**src/design/ttf_pkg.sv**
```systemverilog
// Shared types and constants for the triangle tangent frame unit.
// No dependencies; compiled first.
package ttf_pkg;

    localparam int FRAC_BITS_DEF = 16;
    localparam int IN_W          = 32;
    localparam int TAN_W         = 18;
    localparam int BIT_W         = 32;
    localparam int MUL_W         = 33;
    localparam int SQRT_STEPS    = 32;

    typedef enum logic [3:0] {
        S_IDLE,
        S_MUL,
        S_ACC,
        S_CHECK,
        S_NORM,
        S_SQ_MUL,
        S_SQ_ACC,
        S_SQRT_INIT,
        S_SQRT,
        S_DIV_INIT,
        S_DIV,
        S_DIV_STORE,
        S_BT_MUL,
        S_BT_ACC,
        S_OUT
    } t_state;

    typedef enum logic [4:0] {
        MUL_NONE,
        MUL_DET_A, MUL_DET_B,
        MUL_RX_A,  MUL_RX_B,
        MUL_RY_A,  MUL_RY_B,
        MUL_RZ_A,  MUL_RZ_B,
        MUL_SQ0,   MUL_SQ1,   MUL_SQ2,
        MUL_BX_A,  MUL_BX_B,
        MUL_BY_A,  MUL_BY_B,
        MUL_BZ_A,  MUL_BZ_B
    } t_mul_op;

    typedef enum logic [2:0] {
        ACC_IDLE,
        ACC_LOAD,
        ACC_SUB,
        ACC_SQ_LOAD,
        ACC_SQ_ADD
    } t_acc_op;

    typedef enum logic [2:0] {
        DST_NONE,
        DST_DET,
        DST_R0, DST_R1, DST_R2,
        DST_B0, DST_B1, DST_B2
    } t_dest;

    typedef struct packed {
        logic    store_v0;
        logic    store_v1;
        logic    store_v2;
        t_mul_op mul_op;
        t_acc_op acc_op;
        t_dest   dest;
        logic    norm_step;
        logic    sqrt_init;
        logic    sqrt_step;
        logic    div_init;
        logic    div_step;
        logic    div_store;
        logic [1:0] comp;
        logic    load_out;
    } t_cmd;

    typedef struct packed {
        logic degen;
        logic norm_done;
    } t_sts;

endpackage

```
**src/design/ttf_ctrl.sv**
```systemverilog
// Sequencer for the tangent frame unit: corner count, step counters, handshakes.
// Depends on ttf_pkg; drives ttf_dp through t_cmd.
module ttf_ctrl #(
    parameter int FRAC_BITS = ttf_pkg::FRAC_BITS_DEF
) (
    input  logic          i_clk,
    input  logic          i_rst_n,
    input  logic          i_in_valid,
    output logic          o_in_ready,
    output logic          o_out_valid,
    input  logic          i_out_ready,
    input  ttf_pkg::t_sts i_sts,
    output ttf_pkg::t_cmd o_cmd
);
    import ttf_pkg::*;

    localparam int NW = 32 + FRAC_BITS;
    localparam int CW = $clog2(NW);

    t_state        r_state, n_state;
    logic [1:0]    r_corner, n_corner;
    logic [2:0]    r_op, n_op;
    logic [CW-1:0] r_cnt, n_cnt;
    logic          r_out_valid, n_out_valid;
    logic          in_beat;
    logic          out_free;

    assign o_in_ready  = (r_state == S_IDLE);
    assign o_out_valid = r_out_valid;
    assign in_beat     = i_in_valid && o_in_ready;
    assign out_free    = !r_out_valid || i_out_ready;

    always_ff @(posedge i_clk) begin
        if (!i_rst_n) begin
            r_state     <= S_IDLE;
            r_corner    <= 2'd0;
            r_op        <= 3'd0;
            r_cnt       <= '0;
            r_out_valid <= 1'b0;
        end else begin
            r_state     <= n_state;
            r_corner    <= n_corner;
            r_op        <= n_op;
            r_cnt       <= n_cnt;
            r_out_valid <= n_out_valid;
        end
    end

    // next state and counters
    always_comb begin
        n_state     = r_state;
        n_corner    = r_corner;
        n_op        = r_op;
        n_cnt       = r_cnt;
        n_out_valid = r_out_valid;
        if (r_out_valid && i_out_ready) begin
            n_out_valid = 1'b0;
        end
        unique case (r_state)
            S_IDLE: begin
                if (in_beat) begin
                    if (r_corner == 2'd1) begin
                        n_corner = 2'd2;
                    end else if (r_corner == 2'd2) begin
                        n_corner = 2'd0;
                        n_op     = 3'd0;
                        n_state  = S_MUL;
                    end else begin
                        n_corner = 2'd1;
                    end
                end
            end
            S_MUL: n_state = S_ACC;
            S_ACC: begin
                if (r_op == 3'd7) begin
                    n_state = S_CHECK;
                end else begin
                    n_op    = r_op + 3'd1;
                    n_state = S_MUL;
                end
            end
            S_CHECK: n_state = i_sts.degen ? S_OUT : S_NORM;
            S_NORM: begin
                if (i_sts.norm_done) begin
                    n_op    = 3'd0;
                    n_state = S_SQ_MUL;
                end
            end
            S_SQ_MUL: n_state = S_SQ_ACC;
            S_SQ_ACC: begin
                if (r_op == 3'd2) begin
                    n_state = S_SQRT_INIT;
                end else begin
                    n_op    = r_op + 3'd1;
                    n_state = S_SQ_MUL;
                end
            end
            S_SQRT_INIT: begin
                n_cnt   = '0;
                n_state = S_SQRT;
            end
            S_SQRT: begin
                if (r_cnt == CW'(SQRT_STEPS - 1)) begin
                    n_op    = 3'd0;
                    n_state = S_DIV_INIT;
                end else begin
                    n_cnt = r_cnt + 1'b1;
                end
            end
            S_DIV_INIT: begin
                n_cnt   = '0;
                n_state = S_DIV;
            end
            S_DIV: begin
                if (r_cnt == CW'(NW - 1)) begin
                    n_state = S_DIV_STORE;
                end else begin
                    n_cnt = r_cnt + 1'b1;
                end
            end
            S_DIV_STORE: begin
                if (r_op == 3'd2) begin
                    n_op    = 3'd0;
                    n_state = S_BT_MUL;
                end else begin
                    n_op    = r_op + 3'd1;
                    n_state = S_DIV_INIT;
                end
            end
            S_BT_MUL: n_state = S_BT_ACC;
            S_BT_ACC: begin
                if (r_op == 3'd5) begin
                    n_state = S_OUT;
                end else begin
                    n_op    = r_op + 3'd1;
                    n_state = S_BT_MUL;
                end
            end
            S_OUT: begin
                if (out_free) begin
                    n_out_valid = 1'b1;
                    n_state     = S_IDLE;
                end
            end
            default: n_state = S_IDLE;
        endcase
    end

    // commands
    always_comb begin
        o_cmd        = '0;
        o_cmd.mul_op = MUL_NONE;
        o_cmd.acc_op = ACC_IDLE;
        o_cmd.dest   = DST_NONE;
        o_cmd.comp   = r_op[1:0];
        unique case (r_state)
            S_IDLE: begin
                o_cmd.store_v0 = in_beat && (r_corner != 2'd1) && (r_corner != 2'd2);
                o_cmd.store_v1 = in_beat && (r_corner == 2'd1);
                o_cmd.store_v2 = in_beat && (r_corner == 2'd2);
            end
            S_MUL: begin
                unique case (r_op)
                    3'd0:    o_cmd.mul_op = MUL_DET_A;
                    3'd1:    o_cmd.mul_op = MUL_DET_B;
                    3'd2:    o_cmd.mul_op = MUL_RX_A;
                    3'd3:    o_cmd.mul_op = MUL_RX_B;
                    3'd4:    o_cmd.mul_op = MUL_RY_A;
                    3'd5:    o_cmd.mul_op = MUL_RY_B;
                    3'd6:    o_cmd.mul_op = MUL_RZ_A;
                    default: o_cmd.mul_op = MUL_RZ_B;
                endcase
            end
            S_ACC: begin
                o_cmd.acc_op = r_op[0] ? ACC_SUB : ACC_LOAD;
                if (r_op[0]) begin
                    unique case (r_op[2:1])
                        2'd0:    o_cmd.dest = DST_DET;
                        2'd1:    o_cmd.dest = DST_R0;
                        2'd2:    o_cmd.dest = DST_R1;
                        default: o_cmd.dest = DST_R2;
                    endcase
                end
            end
            S_NORM: o_cmd.norm_step = !i_sts.norm_done;
            S_SQ_MUL: begin
                unique case (r_op[1:0])
                    2'd0:    o_cmd.mul_op = MUL_SQ0;
                    2'd1:    o_cmd.mul_op = MUL_SQ1;
                    default: o_cmd.mul_op = MUL_SQ2;
                endcase
            end
            S_SQ_ACC:    o_cmd.acc_op = (r_op == 3'd0) ? ACC_SQ_LOAD : ACC_SQ_ADD;
            S_SQRT_INIT: o_cmd.sqrt_init = 1'b1;
            S_SQRT:      o_cmd.sqrt_step = 1'b1;
            S_DIV_INIT:  o_cmd.div_init = 1'b1;
            S_DIV:       o_cmd.div_step = 1'b1;
            S_DIV_STORE: o_cmd.div_store = 1'b1;
            S_BT_MUL: begin
                unique case (r_op)
                    3'd0:    o_cmd.mul_op = MUL_BX_A;
                    3'd1:    o_cmd.mul_op = MUL_BX_B;
                    3'd2:    o_cmd.mul_op = MUL_BY_A;
                    3'd3:    o_cmd.mul_op = MUL_BY_B;
                    3'd4:    o_cmd.mul_op = MUL_BZ_A;
                    default: o_cmd.mul_op = MUL_BZ_B;
                endcase
            end
            S_BT_ACC: begin
                o_cmd.acc_op = r_op[0] ? ACC_SUB : ACC_LOAD;
                if (r_op[0]) begin
                    unique case (r_op[2:1])
                        2'd0:    o_cmd.dest = DST_B0;
                        2'd1:    o_cmd.dest = DST_B1;
                        default: o_cmd.dest = DST_B2;
                    endcase
                end
            end
            S_OUT:   o_cmd.load_out = out_free;
            default: o_cmd.load_out = 1'b0;
        endcase
    end

endmodule

```
**config.mk**
```make
export PLATFORM = sky130hd
export DESIGN_NAME = ttf_ctrl
export DESIGN_NICKNAME = d
export VERILOG_FILES = /design/src/design/ttf_pkg.sv /design/src/design/ttf_ctrl.sv
export SDC_FILE = /design/constraint.sdc
export NUM_CORES = 1
export LEC_CHECK = 0
export CAP_MARGIN = 10
export CORE_MARGIN = 8
export CORE_UTILIZATION = 35
export CTS_CLUSTER_DIAMETER = 60
export DETAILED_ROUTE_END_ITERATION = 10
export DONT_BUFFER_PORTS = 1
export GPL_TIMING_DRIVEN = 0
export SETUP_SLACK_MARGIN = 0.4
export SLEW_MARGIN = 10
export SYNTH_ARGS = -nofsm -noshare
export SYNTH_HDL_FRONTEND = slang
export SYNTH_SLANG_ARGS = --single-unit
```
**constraint.sdc**
```tcl
create_clock -name i_clk -period 2.35 [get_ports i_clk]
set_clock_uncertainty 0.15 [all_clocks]
set_input_delay 0.1175 -clock i_clk [delete_from_list [all_inputs] [get_ports i_clk]]
set_output_delay 0.1175 -clock i_clk [all_outputs]
set_load 0.1 [all_outputs]
```
==> results.ini <==
[yosys]
avgSynthCellArea_um2 = 7.66
async_flop_share_pct = 0
ys_seq_area_share_pct = 20.1
synthFlopType = dfxtp_1
ys_types = 55
synth_seq_cells = 16
yosysWarnings = 0
synth-edff-count = 0
syn_inst = 208
syn_area_um2 = 1590
syn_nets = 230

[pwr]
power_leakage_uw = 0.00112
power_density_nw_per_um2 = 279
ir_drop_mv = 0.261

[routing]
antenna_left = 0
routed_wl_mm = 6.23
wl_per_cell_um = 18.9
drc = 0
vias = 1864
first_iter_violations = 130
viasPerCell = 5.65
firstDrtPassIters = 4

[setup_path]
start_kind = flop
cp_max_fo = 5
worstPathArrival_ns = 2.04
rr_startpoint = r_state[3]
cp.required_ns = 2.08
worst-setup-path-type = flop to output pin
crit_start = r_op[1]
crit_path_end_kind = output pin

[layout]
fin_nets = 301
drive_gt1_share_pct = 58.6
area_growth_syn_to_layout_pct = 86.2
fin_cells = 330
fin_util_pct = 67.6
final_area_um2 = 2970
fillCellCount = 309
antennaDiodeCount = 0

[floorplanning]
io_pins = 31
die-area_um2 = 6970
die_w_um = 83.5
start_util_pct = 36.3
core_um2 = 4380
row_count = 24
die_h_um = 83.5

[cts]
cts_root_buffer = clkbuf_8
cts-htree-levels = 1
clk_pin_slew_ns = 0.07
cts_tree = yes
cts_made_buffers = 3
insertion_delay_ns = 0.26
cts_sinks = 16
cts_max_path_buffers = 2

[timing]
worst_slack_ns = 0.0417
setup_viol = 0
drv_slew = 0
relSlewSlack_pct = 26.7
timing.final.crit_share_pct = 98.2
rsz0062_at_grt = yes
timing.final.crit_period_ns = 2.31
worstMarginPinSlew_ns = 1.10
finalHoldViolations = 0
max_clock_freq_ghz = 0.433

[placed_design]
place_ws_ns = 0.0755
gp_congestion = 0.821
placedCellCount = 264
dp_hpwl_mm = 3.60
place_area_um2 = 2050
io_buffers = 0

[worst_hold_path]
hp-start = i_in_valid
min_path_type = input port to flop

[global_route]
antenna_found_initial = 0
grt_max_degree = 11
grt_pass1_wl_mm = 9.19
overflow = 0
grt_pass1_vias = 1717
grt.total_usage_pct = 15.8

[flow_run]
max-cap-violations = 0

[outcome]
status = finished clean

-- layout by cell type (no fill, tap or decap), drive strengths merged, types with 3 or more instances in the layout --
cell type	instances
nor2b	6
o21a	4
mux2i	5
clkbuf	9
nand4	3
a2111oi	3
or2	4
o21ai	7
a211oi	4
a21oi	12
buf	70
ha	16
nor4	4
xnor2	5
nand2b	9
dfxtp	16
nand3	7
nor2	26
nand2	13
dlygate4sd3	4
o22ai	3
nor3	13
inv	6
-- area by class of cell --
type | count | area [µm²] | area share, %
multi-input cells | 171 | 1700 | 57.5
repair buffers | 66 | 562 | 18.9
flip-flops and latches | 16 | 345 | 11.6
plain buffers | 13 | 184 | 6.20
well taps | 52 | 65.1 | 2.19
clock buffers | 4 | 55.1 | 1.86
inverters | 8 | 50.0 | 1.69
-- cell usage after synthesis (2+ instances only) --
library cell / number / area (µm²)
nor4_2: 2 / 25.0
o21ai_0: 4 / 20.0
nor3_2: 2 / 20.0
o32ai_1: 2 / 17.5
o21a_1: 4 / 30.0
a211oi_1: 3 / 22.5
buf_4: 5 / 37.5
and3_1: 2 / 12.5
nand2_1: 13 / 48.8
or2_2: 2 / 12.5
o21ai_1: 3 / 15.0
buf_2: 5 / 25.0
nor2_1: 25 / 93.8
a211o_1: 2 / 17.5
clkbuf_1: 3 / 11.3
nor3_1: 11 / 55.1
nand4_1: 3 / 18.8
nand3_1: 7 / 35.0
nor2b_1: 6 / 37.5
nand2b_1: 9 / 56.3
o22ai_1: 3 / 18.8
xnor2_1: 5 / 43.8
o22a_1: 2 / 17.5
ha_1: 16 / 200
nor4_1: 2 / 12.5
dfxtp_1: 16 / 320
mux2i_1: 5 / 50.1
inv_1: 8 / 30.0
a21oi_1: 12 / 60.1
-- worst max-delay path: stages, from the launching register on --
cell,delay (ns)
dfxtp_4,0.38
buf_6,0.12
ha_4,0.16
nor3_4,0.23
nor2_4,0.06
nor3_4,0.82
-- routing by layer --
layer	track usage, %	share of wire, %	vias to the layer above
met5	0	0	-
met4	4.87	2.7	0
met3	3.32	5.6	17
met2	26.3	49	62
met1	19.6	42	890
li1	-	-	895
-- cells by family after synthesis --
family                     after synthesis  synth area share [%]
DFF                                     16                  20.1
xor gates and xnor gates                 5                  2.75
adders and majority gates               16                  12.6
muxes                                    5                  3.14
AOI/OAI and AO/OA                       53                  24.6
and+or+nand+nor                         92                  30.3
buffers and inverters                   21                  6.52
-- registers in the layout (all words and copies together) (netlist names) --
register,flops
r_state,4
r_corner,2
o_out_valid,1
r_cnt,6
r_op,3
-- worst paths after layout --
| kind | slack (ns) | end | cells after the start |
|---|---|---|---|
| setup / recovery | 0.04 | o_cmd[19] | 5 |
| hold reg to reg | 0.36 | r_cnt[5] | 2 |
| hold / removal | 0.11 | r_corner[0] | 4 |
| setup reg to reg | 0.38 | r_op[2] | 8 |
-- through the flow --
stage | total power, µW | hold slack, ns | setup TNS, ns
floorplan | 461 | 0.100 | -3.64
global placement | 483 | 0.111 | -5.51
detailed placement | 493 | 0.109 | 0
CTS | 801 | 0.110 | 0
global route | 850 | 0.136 | -0.0115
finish | 828 | 0.108 | 0
-- where the power goes --
group | leakage [µW] | internal, µW | total [µW] | switching, µW
Sequential | 0.000135 | 272 | 279 | 7.00
Clock | 0.0000288 | 149 | 258 | 109
Combinational | 0.000960 | 113 | 291 | 178
Total | 0.00112 | 534 | 828 | 294
-- repair_timing --
action | 4_1_cts | 5_1_grt
setup endpoints to repair | 25 | 29
endpoints found under the hold margin | 11 | 0
resized for setup | 64 | 29
setup buffers | 40 | 18
pin swaps | 32 | 27
hold buffers | 4 | 0
Power figures use the tool's default switching activity.
